### config.mk
export PLATFORM = sky130hd
export DESIGN_NAME = stick_crosstalk_deadband_jitter_filter
export DESIGN_NICKNAME = d
export VERILOG_FILES = /design/src/rtl/stcdj_pkg.sv /design/src/rtl/stcdj_csr.sv /design/src/rtl/stcdj_axis.sv /design/src/rtl/stick_crosstalk_deadband_jitter_filter.sv
export SDC_FILE = /design/constraint.sdc
export NUM_CORES = 2
export LEC_CHECK = 0
export BUFFER_PORTS_ARGS = -buffer_cell sky130_fd_sc_hd__buf_2
export CAP_MARGIN = 20
export CORE_MARGIN = 3
export CORE_UTILIZATION = 55
export CTS_CLUSTER_DIAMETER = 80
export DETAILED_ROUTE_END_ITERATION = 12
export GPL_TIMING_DRIVEN = 0
export PLACE_DENSITY_LB_ADDON = 0.2
export SLEW_MARGIN = 20
export SYNTH_ARGS = -nofsm -noshare
export SYNTH_HDL_FRONTEND = slang
export SYNTH_SLANG_ARGS = --single-unit
### constraint.sdc
create_clock -name clock -period 31.9 [get_ports clock]
set_clock_uncertainty 0.05 [all_clocks]
set_input_delay 9.57 -clock clock [delete_from_list [all_inputs] [get_ports clock]]
set_output_delay 9.57 -clock clock [all_outputs]
set_load 0.05 [all_outputs]
### src/rtl/stcdj_pkg.sv
`timescale 1ns / 1ps
`default_nettype none

package stcdj_pkg;

   localparam int AXIS_SLOTS          = 4;
   localparam int AXIS_COUNT_DEFAULT  = 4;
   localparam int SAMPLE_BITS_DEFAULT = 16;

   localparam int FIELD_BITS    = 16;
   localparam int GAIN_BITS     = 16;
   localparam int DEADBAND_BITS = 15;
   localparam int JITTER_BITS   = 8;
   localparam int CSR_IDX_BITS  = 2;
   localparam int CSR_DATA_BITS = 16;

   localparam logic [CSR_IDX_BITS-1:0] REG_GAIN_LEFT  = 2'd0;
   localparam logic [CSR_IDX_BITS-1:0] REG_GAIN_RIGHT = 2'd1;
   localparam logic [CSR_IDX_BITS-1:0] REG_DEADBAND   = 2'd2;
   localparam logic [CSR_IDX_BITS-1:0] REG_JITTER     = 2'd3;

   localparam logic [GAIN_BITS-1:0]     GAIN_RESET     = 16'd5243;
   localparam logic [DEADBAND_BITS-1:0] DEADBAND_RESET = 15'd143;
   localparam logic [JITTER_BITS-1:0]   JITTER_RESET   = 8'd4;

   typedef struct packed {
      logic signed [FIELD_BITS-1:0] left_x;
      logic signed [FIELD_BITS-1:0] left_y;
      logic signed [FIELD_BITS-1:0] right_x;
      logic signed [FIELD_BITS-1:0] right_y;
   } in_type;

   typedef struct packed {
      logic signed [FIELD_BITS-1:0] out_left_x;
      logic signed [FIELD_BITS-1:0] out_left_y;
      logic signed [FIELD_BITS-1:0] out_right_x;
      logic signed [FIELD_BITS-1:0] out_right_y;
   } out_type;

   typedef struct packed {
      logic [GAIN_BITS-1:0]     gain_left;
      logic [GAIN_BITS-1:0]     gain_right;
      logic [DEADBAND_BITS-1:0] deadband;
      logic [JITTER_BITS-1:0]   jitter;
   } cfg_type;

endpackage

`default_nettype wire

### src/rtl/stcdj_csr.sv
`timescale 1ns / 1ps
`default_nettype none

module stcdj_csr
   import stcdj_pkg::*;
(
   input  wire logic                     clock,
   input  wire logic                     reset,
   input  wire logic                     csr_valid,
   output logic                          csr_ready,
   input  wire logic [CSR_IDX_BITS-1:0]  csr_index,
   input  wire logic [CSR_DATA_BITS-1:0] csr_wdata,
   output cfg_type                       cfg_o
);

   cfg_type cfg_ff;
   cfg_type cfg_in;

   assign csr_ready = 1'b1;
   assign cfg_o     = cfg_ff;

   always_comb begin
      cfg_in = cfg_ff;
      if (csr_valid) begin
         case (csr_index)
            REG_GAIN_LEFT: begin
               cfg_in.gain_left = csr_wdata[GAIN_BITS-1:0];
            end
            REG_GAIN_RIGHT: begin
               cfg_in.gain_right = csr_wdata[GAIN_BITS-1:0];
            end
            REG_DEADBAND: begin
               cfg_in.deadband = csr_wdata[DEADBAND_BITS-1:0];
            end
            REG_JITTER: begin
               cfg_in.jitter = csr_wdata[JITTER_BITS-1:0];
            end
            default: begin
               cfg_in = cfg_ff;
            end
         endcase
      end
   end

   always_ff @(posedge clock) begin
      if (reset) begin
         cfg_ff.gain_left  <= GAIN_RESET;
         cfg_ff.gain_right <= GAIN_RESET;
         cfg_ff.deadband   <= DEADBAND_RESET;
         cfg_ff.jitter     <= JITTER_RESET;
      end else begin
         cfg_ff <= cfg_in;
      end
   end

endmodule

`default_nettype wire

### src/rtl/stcdj_axis.sv
`timescale 1ns / 1ps
`default_nettype none

module stcdj_axis
   import stcdj_pkg::*;
#(
   parameter int SAMPLE_BITS = SAMPLE_BITS_DEFAULT
) (
   input  wire logic                         clock,
   input  wire logic                         reset,
   input  wire logic                         update,
   input  wire logic                         primed,
   input  wire logic                         right_side,
   input  wire cfg_type                      cfg,
   input  wire logic signed [FIELD_BITS-1:0] a_i,
   input  wire logic signed [FIELD_BITS-1:0] b_i,
   output logic signed [FIELD_BITS-1:0]      held_o
);

   localparam int PROD_W = FIELD_BITS + GAIN_BITS + 1;
   localparam int NUM_W  = PROD_W + 2;
   localparam int Q_W    = NUM_W - GAIN_BITS;
   localparam int MAG_W  = FIELD_BITS + 1;
   localparam int DIFF_W = FIELD_BITS + 2;
   localparam logic signed [Q_W-1:0] SAT_HI = Q_W'((1 << (SAMPLE_BITS - 1)) - 1);
   localparam logic signed [Q_W-1:0] SAT_LO = -SAT_HI - Q_W'(1);

   logic        [GAIN_BITS-1:0]   gain;
   logic signed [FIELD_BITS:0]    a_ext;
   logic signed [FIELD_BITS:0]    a_sel;
   logic signed [PROD_W-1:0]      prod;
   logic signed [NUM_W-1:0]       num;
   logic                          round_up;
   logic signed [Q_W-1:0]         q_floor;
   logic signed [Q_W-1:0]         q;
   logic signed [SAMPLE_BITS-1:0] raw;
   logic signed [SAMPLE_BITS-1:0] base;
   logic signed [MAG_W-1:0]       raw_ext;
   logic        [MAG_W-1:0]       raw_mag;
   logic signed [DIFF_W-1:0]      diff;
   logic        [DIFF_W-1:0]      diff_mag;
   logic signed [SAMPLE_BITS-1:0] held_ff;
   logic signed [SAMPLE_BITS-1:0] held_in;

   assign gain  = right_side ? cfg.gain_right : cfg.gain_left;
   assign a_ext = {a_i[FIELD_BITS-1], a_i};
   assign a_sel = right_side ? -a_ext : a_ext;
   assign prod  = PROD_W'($signed({1'b0, gain})) * PROD_W'(b_i);
   assign num   = (NUM_W'(a_sel) <<< GAIN_BITS) - NUM_W'(prod);

   // truncate toward zero: floor, then step up for negative inexact values
   assign round_up = num[NUM_W-1] & (|num[GAIN_BITS-1:0]);
   assign q_floor  = Q_W'(num >>> GAIN_BITS);
   assign q        = q_floor + $signed({{(Q_W-1){1'b0}}, round_up});

   always_comb begin
      if (q > SAT_HI) begin
         raw = SAT_HI[SAMPLE_BITS-1:0];
      end else if (q < SAT_LO) begin
         raw = SAT_LO[SAMPLE_BITS-1:0];
      end else begin
         raw = q[SAMPLE_BITS-1:0];
      end
   end

   assign base     = primed ? held_ff : raw;
   assign raw_ext  = MAG_W'(raw);
   assign raw_mag  = raw_ext[MAG_W-1] ? MAG_W'(-raw_ext) : MAG_W'(raw_ext);
   assign diff     = DIFF_W'(raw) - DIFF_W'(base);
   assign diff_mag = diff[DIFF_W-1] ? DIFF_W'(-diff) : DIFF_W'(diff);

   always_comb begin
      if (raw_mag < MAG_W'(cfg.deadband)) begin
         held_in = '0;
      end else if (diff_mag > DIFF_W'(cfg.jitter)) begin
         held_in = raw;
      end else begin
         held_in = base;
      end
   end

   always_ff @(posedge clock) begin
      if (reset) begin
         held_ff <= '0;
      end else if (update) begin
         held_ff <= held_in;
      end
   end

   assign held_o = FIELD_BITS'(held_ff);

endmodule

`default_nettype wire

### src/rtl/stick_crosstalk_deadband_jitter_filter.sv
`timescale 1ns / 1ps
`default_nettype none

// channel | direction | handshake            | word
// req     | in        | req_valid/req_ready  | in_type: four raw hall readings
// rsp     | out       | rsp_valid/rsp_ready  | out_type: four held axis values
// csr     | in        | csr_valid/csr_ready  | csr_index, csr_wdata
//
// One word a cycle unless rsp stalls; rsp valid follows the input register.
// Input register, then one pass through the per-axis multiply, saturate,
// deadband and hold compare; the held registers are the result register.
// Reset restores register defaults, clears the held values and the primed flag.
// A stalled rsp holds the held values; req keeps accepting until the input
// register is also full.

module stick_crosstalk_deadband_jitter_filter
   import stcdj_pkg::*;
#(
   parameter int AXIS_COUNT  = AXIS_COUNT_DEFAULT,
   parameter int SAMPLE_BITS = SAMPLE_BITS_DEFAULT
) (
   input  wire logic                     clock,
   input  wire logic                     reset,
   input  wire logic                     req_valid,
   output logic                          req_ready,
   input  wire in_type                   req_data,
   output logic                          rsp_valid,
   input  wire logic                     rsp_ready,
   output out_type                       rsp_data,
   input  wire logic                     csr_valid,
   output logic                          csr_ready,
   input  wire logic [CSR_IDX_BITS-1:0]  csr_index,
   input  wire logic [CSR_DATA_BITS-1:0] csr_wdata
);

   cfg_type cfg;
   in_type  s1_data_ff;
   logic    s1_valid_ff;
   logic    s1_valid_in;
   logic    rsp_valid_ff;
   logic    rsp_valid_in;
   logic    primed_ff;
   logic    out_free;
   logic    advance;

   logic signed [FIELD_BITS-1:0] axis_a    [AXIS_SLOTS];
   logic signed [FIELD_BITS-1:0] axis_b    [AXIS_SLOTS];
   logic signed [FIELD_BITS-1:0] axis_held [AXIS_SLOTS];

   stcdj_csr u_csr (
      .clock     (clock),
      .reset     (reset),
      .csr_valid (csr_valid),
      .csr_ready (csr_ready),
      .csr_index (csr_index),
      .csr_wdata (csr_wdata),
      .cfg_o     (cfg)
   );

   assign out_free  = !rsp_valid_ff || rsp_ready;
   assign advance   = s1_valid_ff && out_free;
   assign req_ready = !s1_valid_ff || out_free;

   always_comb begin
      s1_valid_in = s1_valid_ff;
      if (req_valid && req_ready) begin
         s1_valid_in = 1'b1;
      end else if (advance) begin
         s1_valid_in = 1'b0;
      end
   end

   always_comb begin
      rsp_valid_in = rsp_valid_ff;
      if (advance) begin
         rsp_valid_in = 1'b1;
      end else if (rsp_ready) begin
         rsp_valid_in = 1'b0;
      end
   end

   always_ff @(posedge clock) begin
      if (reset) begin
         s1_valid_ff  <= 1'b0;
         rsp_valid_ff <= 1'b0;
         primed_ff    <= 1'b0;
      end else begin
         s1_valid_ff  <= s1_valid_in;
         rsp_valid_ff <= rsp_valid_in;
         primed_ff    <= primed_ff || advance;
      end
   end

   always_ff @(posedge clock) begin
      if (req_valid && req_ready) begin
         s1_data_ff <= req_data;
      end
   end

   // each axis is corrected against the other axis of the same stick
   assign axis_a[0] = s1_data_ff.left_x;
   assign axis_b[0] = s1_data_ff.left_y;
   assign axis_a[1] = s1_data_ff.left_y;
   assign axis_b[1] = s1_data_ff.left_x;
   assign axis_a[2] = s1_data_ff.right_x;
   assign axis_b[2] = s1_data_ff.right_y;
   assign axis_a[3] = s1_data_ff.right_y;
   assign axis_b[3] = s1_data_ff.right_x;

   for (genvar i = 0; i < AXIS_SLOTS; i++) begin : g_slot
      if (i < AXIS_COUNT) begin : g_axis
         stcdj_axis #(
            .SAMPLE_BITS (SAMPLE_BITS)
         ) u_axis (
            .clock      (clock),
            .reset      (reset),
            .update     (advance),
            .primed     (primed_ff),
            .right_side ((i >= AXIS_SLOTS / 2) ? 1'b1 : 1'b0),
            .cfg        (cfg),
            .a_i        (axis_a[i]),
            .b_i        (axis_b[i]),
            .held_o     (axis_held[i])
         );
      end else begin : g_unused
         assign axis_held[i] = '0;
      end
   end

   assign rsp_valid            = rsp_valid_ff;
   assign rsp_data.out_left_x  = axis_held[0];
   assign rsp_data.out_left_y  = axis_held[1];
   assign rsp_data.out_right_x = axis_held[2];
   assign rsp_data.out_right_y = axis_held[3];

   a_primed_sticks: assert property (@(posedge clock) disable iff (reset)
      primed_ff |=> primed_ff)
      else $error("primed flag dropped");

   a_rsp_after_prime: assert property (@(posedge clock) disable iff (reset)
      rsp_valid_ff |-> primed_ff)
      else $error("result shown before first word processed");

   a_advance_shows: assert property (@(posedge clock) disable iff (reset)
      advance |=> rsp_valid_ff && primed_ff)
      else $error("processed word not presented");

   a_full_blocks: assert property (@(posedge clock) disable iff (reset)
      (s1_valid_ff && rsp_valid_ff && !rsp_ready) |-> !req_ready)
      else $error("input accepted with both registers full");

endmodule

`default_nettype wire
==> flow_summary.toml <==
[sta]
fmax_mhz = 50.5
period_share_pct = 62.0
totalNegativeSetupSlack_ns = 0
rsz0062_at_grt = "false"
hold_violations = 0
setup_viol = 0
worstMarginPinSlew_ns = 1.15
maxSlewHeadroom_pct = 22.8
slew_viol_final = 0
period_needed_ns = 19.79

[synthesis]
syn_inst = 7335
syn-num-nets = 8957
synth_area_sq_um = 60000
synth_flop_cell = "dfxtp_1"
synth.distinct_cells = 135
yosysSeqAreaShare_pct = 7.28
syn_area_per_cell_sq_um = 8.18
synthArstFlopShare_pct = 0
synth_edf_count = 64
ys_warn_count = 0
synth.ff_latch_count = 186

[floorplan]
rows = 120
core_area_sq_um = 108000
dieWidth_um = 336
boundaryPins = 154
die_area_sq_um = 113000
die_y_um = 336
start_util_pct = 55.7

[clocking]
cts_tree = "done"
cts_max_level = 4
cts_num_sinks = 186
cts_setup_buffers = 0
clockBufferDepth = 2
cts_root_buf = "clkbuf_16"
cts_resized = 0
clk_pin_slew_ns = 0.09
ctsHoldBuffers = 0
insertion_delay_ns = 0.56
cts_buffers = 17

[critical_path]
end_kind = "primary output"
start_kind = "input port"
cp_max_fo = 4
worstReg2RegEnd = "g_slot[2].g_axis.u_axis.held_o[8]"
criticalPathCategory = "in2out"
r2r-start = "axis_a[6]"
cp.arrival_ns = 10.17
reg2reg_depth = 62
required_ns = 22.28
r2r_setup_slack_ns = 14.39

[grt]
grt_pass1_vias = 54500
grt_pass1_wl_mm = 316
overflow = 0
grt_usage_pct = 36.7
antenna_found_initial = 23
grt_max_degree = 45

[worst_hold_path]
hold_path_startpoint = "u_csr.cfg_o[22]"
whs_endpoint = "u_csr.cfg_o[22]"
whs_path_depth = 2
hp-class = "reg2reg"

[placed_design]
port_buffers = 151
gp_congestion = 1.02
dp_hpwl_mm = 168

[flow_run]
drv_cap = 0

[layout]
layout.nets = 9128
drive_above_1_share_pct = 4.68
syn_to_final_growth_pct = 5.38

[drt]
wirelength_mm = 204
routed_via_density = 5.98
wl_per_cell_um = 22.8
drc = 0
drt_pass1_iterations = 6
drt-initial-drc-count = 4641
ant_nets = 0
num_vias = 53500

[status]
status = "complete, no violations"
[worst max-delay path, cell delays in order]
cell	delay (ns)
buf_2	0.09
nor2b_1	0.19
nand2_1	0.10
buf_2	0.22
[cells by family (layout without fill, tap and decap cells)]
| group | after synthesis | after routing | synth area share [%] |
|---|---|---|---|
| adder cells (fa/ha/maj) | 1537 | 1537 | 42.7 |
| AO/OA/AOI/OAI | 1181 | 1181 | 13.8 |
| flip-flops | 186 | 186 | 7.28 |
| buffers and inverters | 1719 | 1903 | 10.9 |
| XOR/XNOR | 244 | 244 | 3.58 |
| other | 1 | 11 | 0.00625 |
| multiplexers | 81 | 81 | 1.38 |
| AND/OR/NAND/NOR | 2386 | 2386 | 20.4 |
[registers in the layout (all words and copies together) (netlist names)]
| register | count |
|---|---|
| axis_a | 64 |
| g_slot.g_axis.u_axis.held_o | 64 |
| u_csr.cfg_o | 55 |
| primed_ff | 1 |
| rsp_valid | 1 |
| s1_valid_ff | 1 |
[layer usage]
layer | track usage (%) | part of all wire (%)
met1 | 44.5 | 39
met3 | 7.12 | 8.2
met2 | 59.7 | 45
met5 | 0 | 0.056
met4 | 23.8 | 7.9
[cell usage in the layout (no fill, tap or decap), types with 184 or more instances in the layout]
master,synthesis,routed
nand2_1,790,790
fa_1,849,849
a21oi_1,292,292
nor2_1,354,354
buf_2,33,184
and2_1,590,589
inv_1,1366,1366
ha_1,686,686
clkbuf_1,290,289
o21ai_0,194,194
[synthesized netlist by cell type, types with 69 or more instances]
cell type	n	share of area, %
mux2i_1	69	1.2
inv_1	1366	8.5
dfxtp_1	122	4.1
nand2_1	790	4.9
and2_1	590	6.2
a21oi_1	292	2.4
xor2_1	92	1.3
xnor2_1	151	2.2
nor2b_1	69	0.72
nor3_1	96	0.80
ha_1	686	14
clkbuf_1	290	1.8
o21ai_0	194	1.6
nand3_1	96	0.80
nor2_1	354	2.2
a21o_1	82	1.0
fa_1	849	28
[cell type report]
cell class                      count  area, sq um
Antenna cell                       10         25.0
Buffer                            349         1400
Clock buffer                       17          425
Clock inverter                     15          210
Fill cell                        9997        44400
Inverter                         1370         5140
Multi-Input combinational cell   5430        49100
Sequential cell                   186         4360
Tap cell                         1403         1760
Timing Repair Buffer              152          783
[worst max path at each step]
stage | endpoint | cells after the start | startpoint
2_1_floorplan | req_ready | 2 | rsp_ready
3_3_place_gp | req_ready | 4 | rsp_ready
3_5_place_dp | req_ready | 4 | rsp_ready
4_1_cts | req_ready | 4 | rsp_ready
5_1_grt | req_ready | 4 | rsp_ready
6_report | req_ready | 4 | rsp_ready
[metrics by stage]
| stage | setup WS (ns) | cells | utilization [%] | hold WS (ns) | cell area (sq um) |
|---|---|---|---|---|---|
| after floorplan | 12.21 | 7335 | - | 0.386 | 60000 |
| after global placement | 12.12 | 8889 | 58.1 | 0.396 | 62500 |
| after detailed placement | 12.11 | 8890 | 58.1 | 0.400 | 62500 |
| after CTS | 12.11 | 8922 | 58.7 | 0.414 | 63200 |
| after global routing | 12.03 | 8925 | 58.7 | 0.427 | 63200 |
| final | 12.11 | 8932 | 58.7 | 0.412 | 63200 |
Power is left out: the tool's default activity adds up to more than one toggle a clock period on the data nets, which glitch-free logic cannot reach.
